$ cat src/sv/dpa_pkg.sv
package dpa_pkg;

    // Q16.16 value and full product types
    typedef logic signed [31:0] t_q;
    typedef logic signed [63:0] t_prod;
    typedef logic signed [47:0] t_wide;

    localparam int unsigned Q_FRAC = 16;
    localparam int unsigned ALPHA_W = 17;
    localparam int unsigned LIMIT_W = 31;
    localparam int unsigned CFG_IDX_W = 3;
    localparam int unsigned CFG_DATA_W = 32;

    localparam logic [ALPHA_W-1:0] ALPHA_ONE = 17'd65536;
    localparam t_wide Q_MAX_W = 48'sd2147483647;
    localparam t_wide Q_MIN_W = -48'sd2147483648;

    // Configuration register indexes
    localparam logic [CFG_IDX_W-1:0] REG_KP       = 3'd0;
    localparam logic [CFG_IDX_W-1:0] REG_KI_TS    = 3'd1;
    localparam logic [CFG_IDX_W-1:0] REG_KD_TS    = 3'd2;
    localparam logic [CFG_IDX_W-1:0] REG_ALPHA    = 3'd3;
    localparam logic [CFG_IDX_W-1:0] REG_KB_TS    = 3'd4;
    localparam logic [CFG_IDX_W-1:0] REG_FILT_EN  = 3'd5;
    localparam logic [CFG_IDX_W-1:0] REG_WINDUP   = 3'd6;
    localparam logic [CFG_IDX_W-1:0] REG_LIMIT    = 3'd7;

    // Clip a wide value to the signed 32-bit range
    function automatic t_q sat_q(input t_wide v);
        t_q res;
        if (v > Q_MAX_W) begin
            res = 32'sh7fffffff;
        end else if (v < Q_MIN_W) begin
            res = 32'sh80000000;
        end else begin
            res = v[31:0];
        end
        return res;
    endfunction

    // Round half up, drop the fraction bits, then clip
    function automatic t_q round_q(input t_prod p);
        t_prod r;
        r = (p + 64'sd32768) >>> Q_FRAC;
        return sat_q(r[47:0]);
    endfunction

endpackage

$ cat src/sv/discrete_pid_antiwindup.sv
// PID controller with optional derivative filter and back-calculation
// anti-windup, signed Q16.16 throughout.
// Input channel: i_in_valid / o_in_ready carry one control tick
// (i_target_value, i_measured_value). Output channel: o_out_valid /
// i_out_ready carry one result (o_drive_magnitude, o_drive_forward).
// Configuration: write i_cfg_wdata to register i_cfg_index while
// i_cfg_wr_en is high; only while the controller is idle.
// Sequencing: one 32x32 multiplier is shared by all terms under a sequencer.
// A tick steps through the P, I and D products, the filter steps when the
// derivative filter is on, the sum, the anti-windup steps when it is on and
// the output step. Input ready is low while a tick is in work.
// The result sits in an output register; the next tick is accepted while
// it waits. If the receiver still stalls when the following result is
// done, the sequencer holds until the register is free.
// Reset (synchronous, active low) loads the register defaults, clears the
// integral, previous error and filtered derivative, and empties the output.
module discrete_pid_antiwindup (
    input  logic                              i_clk,
    input  logic                              i_rst_n,
    input  logic                              i_cfg_wr_en,
    input  logic [dpa_pkg::CFG_IDX_W-1:0]     i_cfg_index,
    input  logic [dpa_pkg::CFG_DATA_W-1:0]    i_cfg_wdata,
    input  logic                              i_in_valid,
    output logic                              o_in_ready,
    input  dpa_pkg::t_q                       i_target_value,
    input  dpa_pkg::t_q                       i_measured_value,
    output logic                              o_out_valid,
    input  logic                              i_out_ready,
    output logic [dpa_pkg::LIMIT_W-1:0]       o_drive_magnitude,
    output logic                              o_drive_forward
);
    import dpa_pkg::*;

    localparam logic [3:0] S_IDLE = 4'd0;
    localparam logic [3:0] S_MP   = 4'd1;
    localparam logic [3:0] S_MI   = 4'd2;
    localparam logic [3:0] S_MD   = 4'd3;
    localparam logic [3:0] S_F1   = 4'd4;
    localparam logic [3:0] S_F2   = 4'd5;
    localparam logic [3:0] S_F3   = 4'd6;
    localparam logic [3:0] S_SUM  = 4'd7;
    localparam logic [3:0] S_W1   = 4'd8;
    localparam logic [3:0] S_W2   = 4'd9;
    localparam logic [3:0] S_OUT  = 4'd10;

    // Configuration
    t_q                  r_kp, r_ki, r_kd, r_kb;
    logic [ALPHA_W-1:0]  r_alpha;
    logic                r_filt_en, r_windup_en;
    logic [LIMIT_W-1:0]  r_limit;

    // Controller state
    t_q r_integral, r_prev_err, r_prev_fd;

    // Working registers
    logic [3:0]          r_state, n_state;
    t_q                  r_err, r_up, r_ui, r_ud;
    t_prod               r_acc;
    logic signed [33:0]  r_u;
    logic                r_out_valid;
    logic [LIMIT_W-1:0]  r_mag;
    logic                r_fwd;

    // Shared multiplier operands and result
    t_q    mul_a, mul_b;
    t_prod prod;

    logic                in_fire, out_free;
    logic [ALPHA_W-1:0]  alpha_c;
    t_q                  d_err;
    t_q                  filt_q;
    t_wide               u_w, lim_w, u_sat, u_abs;
    t_q                  excess;
    logic [LIMIT_W-1:0]  mag_c;

    assign in_fire  = i_in_valid && o_in_ready;
    assign out_free = !r_out_valid || i_out_ready;

    // Datapath helpers
    always_comb begin
        alpha_c = (r_alpha > ALPHA_ONE) ? ALPHA_ONE : r_alpha;
        d_err   = sat_q(48'(r_err) - 48'(r_prev_err));
        filt_q  = round_q(r_acc + prod);
        u_w     = 48'(r_u);
        lim_w   = {17'b0, r_limit};
        if (u_w > lim_w) begin
            u_sat = lim_w;
        end else if (u_w < -lim_w) begin
            u_sat = -lim_w;
        end else begin
            u_sat = u_w;
        end
        excess = sat_q(u_sat - u_w);
        u_abs  = (u_w < 0) ? -u_w : u_w;
        mag_c  = (u_abs > lim_w) ? r_limit : u_abs[LIMIT_W-1:0];
    end

    // Select multiplier operands by step
    always_comb begin
        mul_a = r_kp;
        mul_b = r_err;
        case (r_state)
            S_MI: begin
                mul_a = r_ki;
                mul_b = r_err;
            end
            S_MD: begin
                mul_a = r_kd;
                mul_b = d_err;
            end
            S_F1: begin
                mul_a = r_prev_fd;
                mul_b = 32'(ALPHA_ONE - alpha_c);
            end
            S_F2: begin
                mul_a = r_ud;
                mul_b = 32'(alpha_c);
            end
            S_W1: begin
                mul_a = r_kb;
                mul_b = excess;
            end
            default: begin
                mul_a = r_kp;
                mul_b = r_err;
            end
        endcase
    end

    dpa_mul u_mul (
        .i_clk  (i_clk),
        .i_a    (mul_a),
        .i_b    (mul_b),
        .o_prod (prod)
    );

    // Sequencer next state
    always_comb begin
        n_state = r_state;
        case (r_state)
            S_IDLE: if (in_fire) n_state = S_MP;
            S_MP:   n_state = S_MI;
            S_MI:   n_state = S_MD;
            S_MD:   n_state = S_F1;
            S_F1:   n_state = r_filt_en ? S_F2 : S_SUM;
            S_F2:   n_state = S_F3;
            S_F3:   n_state = S_SUM;
            S_SUM:  n_state = r_windup_en ? S_W1 : S_OUT;
            S_W1:   n_state = S_W2;
            S_W2:   n_state = S_OUT;
            S_OUT:  if (out_free) n_state = S_IDLE;
            default: n_state = S_IDLE;
        endcase
    end

    // Control state, configuration and controller state
    always_ff @(posedge i_clk) begin
        if (!i_rst_n) begin
            r_state     <= S_IDLE;
            r_out_valid <= 1'b0;
            r_kp        <= 32'sd65536;
            r_ki        <= 32'sd655;
            r_kd        <= 32'sd0;
            r_alpha     <= '0;
            r_kb        <= 32'sd655;
            r_filt_en   <= 1'b0;
            r_windup_en <= 1'b1;
            r_limit     <= 31'd21692416;
            r_integral  <= '0;
            r_prev_err  <= '0;
            r_prev_fd   <= '0;
        end else begin
            r_state <= n_state;
            // Take a register write
            if (i_cfg_wr_en) begin
                case (i_cfg_index)
                    REG_KP:      r_kp        <= i_cfg_wdata;
                    REG_KI_TS:   r_ki        <= i_cfg_wdata;
                    REG_KD_TS:   r_kd        <= i_cfg_wdata;
                    REG_ALPHA:   r_alpha     <= i_cfg_wdata[ALPHA_W-1:0];
                    REG_KB_TS:   r_kb        <= i_cfg_wdata;
                    REG_FILT_EN: r_filt_en   <= i_cfg_wdata[0];
                    REG_WINDUP:  r_windup_en <= i_cfg_wdata[0];
                    REG_LIMIT:   r_limit     <= i_cfg_wdata[LIMIT_W-1:0];
                    default: ;
                endcase
            end
            // Update the filtered derivative
            if (r_state == S_F3) begin
                r_prev_fd <= filt_q;
            end
            // Commit the tick and load the result
            if (r_state == S_OUT && out_free) begin
                r_integral  <= r_ui;
                r_prev_err  <= r_err;
                r_out_valid <= 1'b1;
            end else if (i_out_ready) begin
                r_out_valid <= 1'b0;
            end
        end
    end

    // Working registers
    always_ff @(posedge i_clk) begin
        case (r_state)
            S_IDLE: if (in_fire) r_err <= sat_q(48'(i_target_value) - 48'(i_measured_value));
            S_MI:   r_up <= round_q(prod);
            S_MD:   r_ui <= sat_q(48'(r_integral) + 48'(round_q(prod)));
            S_F1:   r_ud <= round_q(prod);
            S_F2:   r_acc <= prod;
            S_F3:   r_ud <= filt_q;
            S_SUM: begin
                r_u <= 34'(48'(r_up) + 48'(r_ui) + 48'(r_ud));
            end
            S_W2:   r_ui <= sat_q(48'(r_ui) + 48'(round_q(prod)));
            S_OUT: begin
                if (out_free) begin
                    r_mag <= mag_c;
                    r_fwd <= !r_u[33];
                end
            end
            default: ;
        endcase
    end

    assign o_in_ready        = (r_state == S_IDLE);
    assign o_out_valid       = r_out_valid;
    assign o_drive_magnitude = r_mag;
    assign o_drive_forward   = r_fwd;

endmodule

$ cat src/sv/dpa_mul.sv
module dpa_mul (
    input  logic          i_clk,
    input  dpa_pkg::t_q    i_a,
    input  dpa_pkg::t_q    i_b,
    output dpa_pkg::t_prod o_prod
);
    import dpa_pkg::*;

    t_prod r_prod;
    t_prod n_prod;

    // Full signed product, registered
    always_comb begin
        n_prod = 64'(i_a) * 64'(i_b);
    end

    always_ff @(posedge i_clk) begin
        r_prod <= n_prod;
    end

    assign o_prod = r_prod;

endmodule

$ cat config.mk
export PLATFORM = sky130hd
export DESIGN_NAME = discrete_pid_antiwindup
export DESIGN_NICKNAME = d
export VERILOG_FILES = /design/src/sv/dpa_pkg.sv /design/src/sv/discrete_pid_antiwindup.sv /design/src/sv/dpa_mul.sv
export SDC_FILE = /design/constraint.sdc
export NUM_CORES = 2
export LEC_CHECK = 0
export BUFFER_PORTS_ARGS = -buffer_cell sky130_fd_sc_hd__buf_4
export CORE_MARGIN = 1
export CORE_UTILIZATION = 40
export CTS_CLUSTER_DIAMETER = 60
export DETAILED_ROUTE_END_ITERATION = 6
export PLACE_DENSITY_LB_ADDON = 0.25
export SYNTH_ARGS = -nofsm -noshare
export SYNTH_HDL_FRONTEND = slang
export SYNTH_HIERARCHICAL = 1
export SYNTH_SLANG_ARGS = --single-unit
$ cat constraint.sdc
create_clock -name i_clk -period 16 [get_ports i_clk]
set_input_delay 0 -clock i_clk [delete_from_list [all_inputs] [get_ports i_clk]]
set_output_delay 0 -clock i_clk [all_outputs]
set_load 0.005 [all_outputs]
==> impl_metrics.yaml <==
outcome:
  outcome: "finished with violations"
  failed_checks: "DRC"
run:
  maxCapViolCount: 0
worst_setup_path:
  slowest_delay_ps: 600
  cp.arrival_ps: 16330
  cp-start-kind: "register"
  cp_data_required_time_ps: 16580
  path_class: "reg -> reg"
  r2r_start: "r_limit[1]"
  reg2reg_setup_slack_ps: 250
  path_max_fanout: 8
  crit_slowest_cell: "fa_2"
  r2r_end: "u_mul/o_prod[60]"
  endpoint_kind: "register"
  timing.critical_path.mode_cell: "fa_1"
  reg2reg_depth: 64
die:
  die_x_um: 456.2
  io_pins: 138
  core-area_um2: 204800
  initial_utilization_pct: 40.29
  fp.dieH_um: 456.2
  rows: 166
  die_area_um2: 208100
global_route:
  grt_pass1_vias: 72509
  track_usage_pct: 26.84
  grt_overflow: 0
  grt_start_max_net_pins: 99
  grt_pass1_wl_um: 433000
  antenna_found_initial: 17
sta:
  tns_ps: 0
  fin_ws_ps: 246.5
  post-route-min-period_ps: 15750
  period_share_pct: 98.46
  rsz0062_at_grt: "true"
  finClkSkew_ps: 62.75
  setup_viol: 0
  tightest_slew_ps: 1113
  slew_headroom_pct: 25.04
  slew_viol_final: 0
  timing.fmax_mhz: 63.48
  hold_viol: 0
drt:
  wirelength_um: 284000
  drcViolationCount: 9
  drt_iter0_drc: 6096
  drtAntennaViolNets: 0
  viasPerCell: 5.570
  vias: 71304
  drt-pass1-iter-count: 7
  wire_per_inst_um: 22.18
logic_synthesis:
  yosysSeqAreaShare_pct: 17.71
  syn-cell-area_um2: 82520
  synth_edf_count: 258
  yosysUniqueCellTypes: 107
  ys_warn_count: 6
  yosysMostFrequentCell: "nand2_1"
  netlist.area_leader.share_pct: 27.17
  synthArstFlopShare_pct: 0
  synth_seq_cells: 601
  synth_area_leaders: "fa_1, ha_1, edfxtp_1, dfxtp_1, nand2_1"
  syn-mean-instance-area_um2: 8.705
  yosys-top-cells-count: "nand2_1, inv_1, fa_1"
  synth_area_leader_cell: "fa_1"
  synthCells: 9479
  yosys_most_used_dff: "dfxtp_1"
  syn-num-nets: 11329
placed_design:
  dp.cells: 12528
  numPortBuffers: 137
  post-dp-hpwl_um: 221600
  place.gp.congestion: 0.9489
  dp_slack_ps: -662.0
layout:
  final_nets: 11900
  drive_gt1_share_pct: 14.29
  fin_cells: 12801
  fillers: 19480
  fin_util_pct: 47.33
  syn_to_final_growth_pct: 17.47
worst_hold_path:
  holdCritStartpoint: "i_measured_value[31]"
  whs_path_depth: 4
  hold_path.class: "in -> reg"
  holdPathEnd: "r_err[2]"
clocking:
  clockBufferDepth: 3
  clock-sinks: 601
  clk_pin_slew_ps: 60
  numCtsBuffers: 74
  h-tree-depth: 3
  clk_latency_ps: 700
  cts_tree: "built"
  cts-root-buf: "clkbuf_16"
## worst max-delay path by stage
stage	depth (start not counted)	endpoint	slack, ps	startpoint
after floorplan	60	u_mul/o_prod[62]	30	r_limit[1]
after global placement	61	u_mul/o_prod[63]	-590	r_limit[0]
after detailed placement	62	u_mul/o_prod[62]	-660	r_limit[1]
after CTS	64	u_mul/o_prod[60]	-9	r_limit[1]
after global routing	68	u_mul/o_prod[60]	-460	r_limit[0]
final	64	u_mul/o_prod[60]	250	r_limit[1]
## area by class of cell
type	count	area (um2)	share of cell area, %
Multi-Input combinational cell	7160	63330	65.33
Sequential cell	601	14620	15.08
Timing Repair Buffer	987	8468	8.736
Inverter	1226	4608	4.754
Tap cell	2688	3363	3.470
Clock buffer	88	1997	2.060
Clock inverter	44	534.3	0.5512
Antenna cell	7	17.52	0.01807
## layout by cell type (no fill, tap or decap), types with 34 or more instances in the layout
cell and instances:
nand2_1 1334, inv_1 1208, fa_1 1092, buf_4 829, ha_1 600, and2_1 535
a21oi_1 444, o21ai_0 369, nor2_1 365, dfxtp_1 342, edfxtp_1 258, xnor2_1 245
a21boi_0 238, nand3_1 160, a21o_1 158, xor2_1 114, nand2b_1 106, nand4_1 93
nor3_1 82, clkbuf_16 81, o22ai_1 79, o21a_1 72, dlygate4sd3_1 64, o211ai_1 56
buf_12 51, a31oi_1 49, a21oi_2 48, o21bai_1 45, nor2b_1 42, nor4_1 40
and3_1 39, mux2_2 35, or3_1 34
## critical path: cells and delay by family, from the launching register on
family / cells / cell delay, ps
AO/OA/AOI/OAI: 16 / 3170
XOR/XNOR: 2 / 460
adder cells (fa/ha/maj): 12 / 5180
buffers and inverters: 13 / 1920
flip-flops: 1 / 320
multiplexers: 1 / 170
AND/OR/NAND/NOR: 20 / 4370
## cells by family after synthesis
logic type               count (synthesis)  share of synthesized area [%]
AND/OR/NAND/NOR                       2998                          17.33
AO/OA/AOI/OAI                         1988                          15.76
adder cells (fa/ha/maj)               1748                          36.69
buffers and inverters                 1718                          7.850
flip-flops                             601                          17.71
XOR/XNOR                               369                          3.917
multiplexers                            57                         0.7445
## routing by layer
layer	up-vias	part of all wire, %	track usage [%]
li1	32597	-	-
met1	35689	41	34.35
met2	2445	48	45.47
met3	567	6.1	3.393
met4	6	4.8	11.36
met5	-	0.014	0
## through the flow
stage / hold WS, ps / cell area (um2)
CTS: 3.601 / 94980
finish: 30.76 / 96930
global route: 57.25 / 96920
detailed placement: 326.1 / 91360
floorplan: 124.0 / 82560
global placement: 315.8 / 91360
## timing repair
action                                  in CTS  in global routing
cloned                                       2                  7
endpoints found under the setup margin      35                 44
endpoints found under the hold margin      240                  0
resized for setup                           71                309
setup buffers                                9                 53
hold buffers                                64                  0
pin swaps                                   28                136
Power is not shown: default switching activity piles up to over one toggle a cycle in this logic, so the estimate is an artifact.
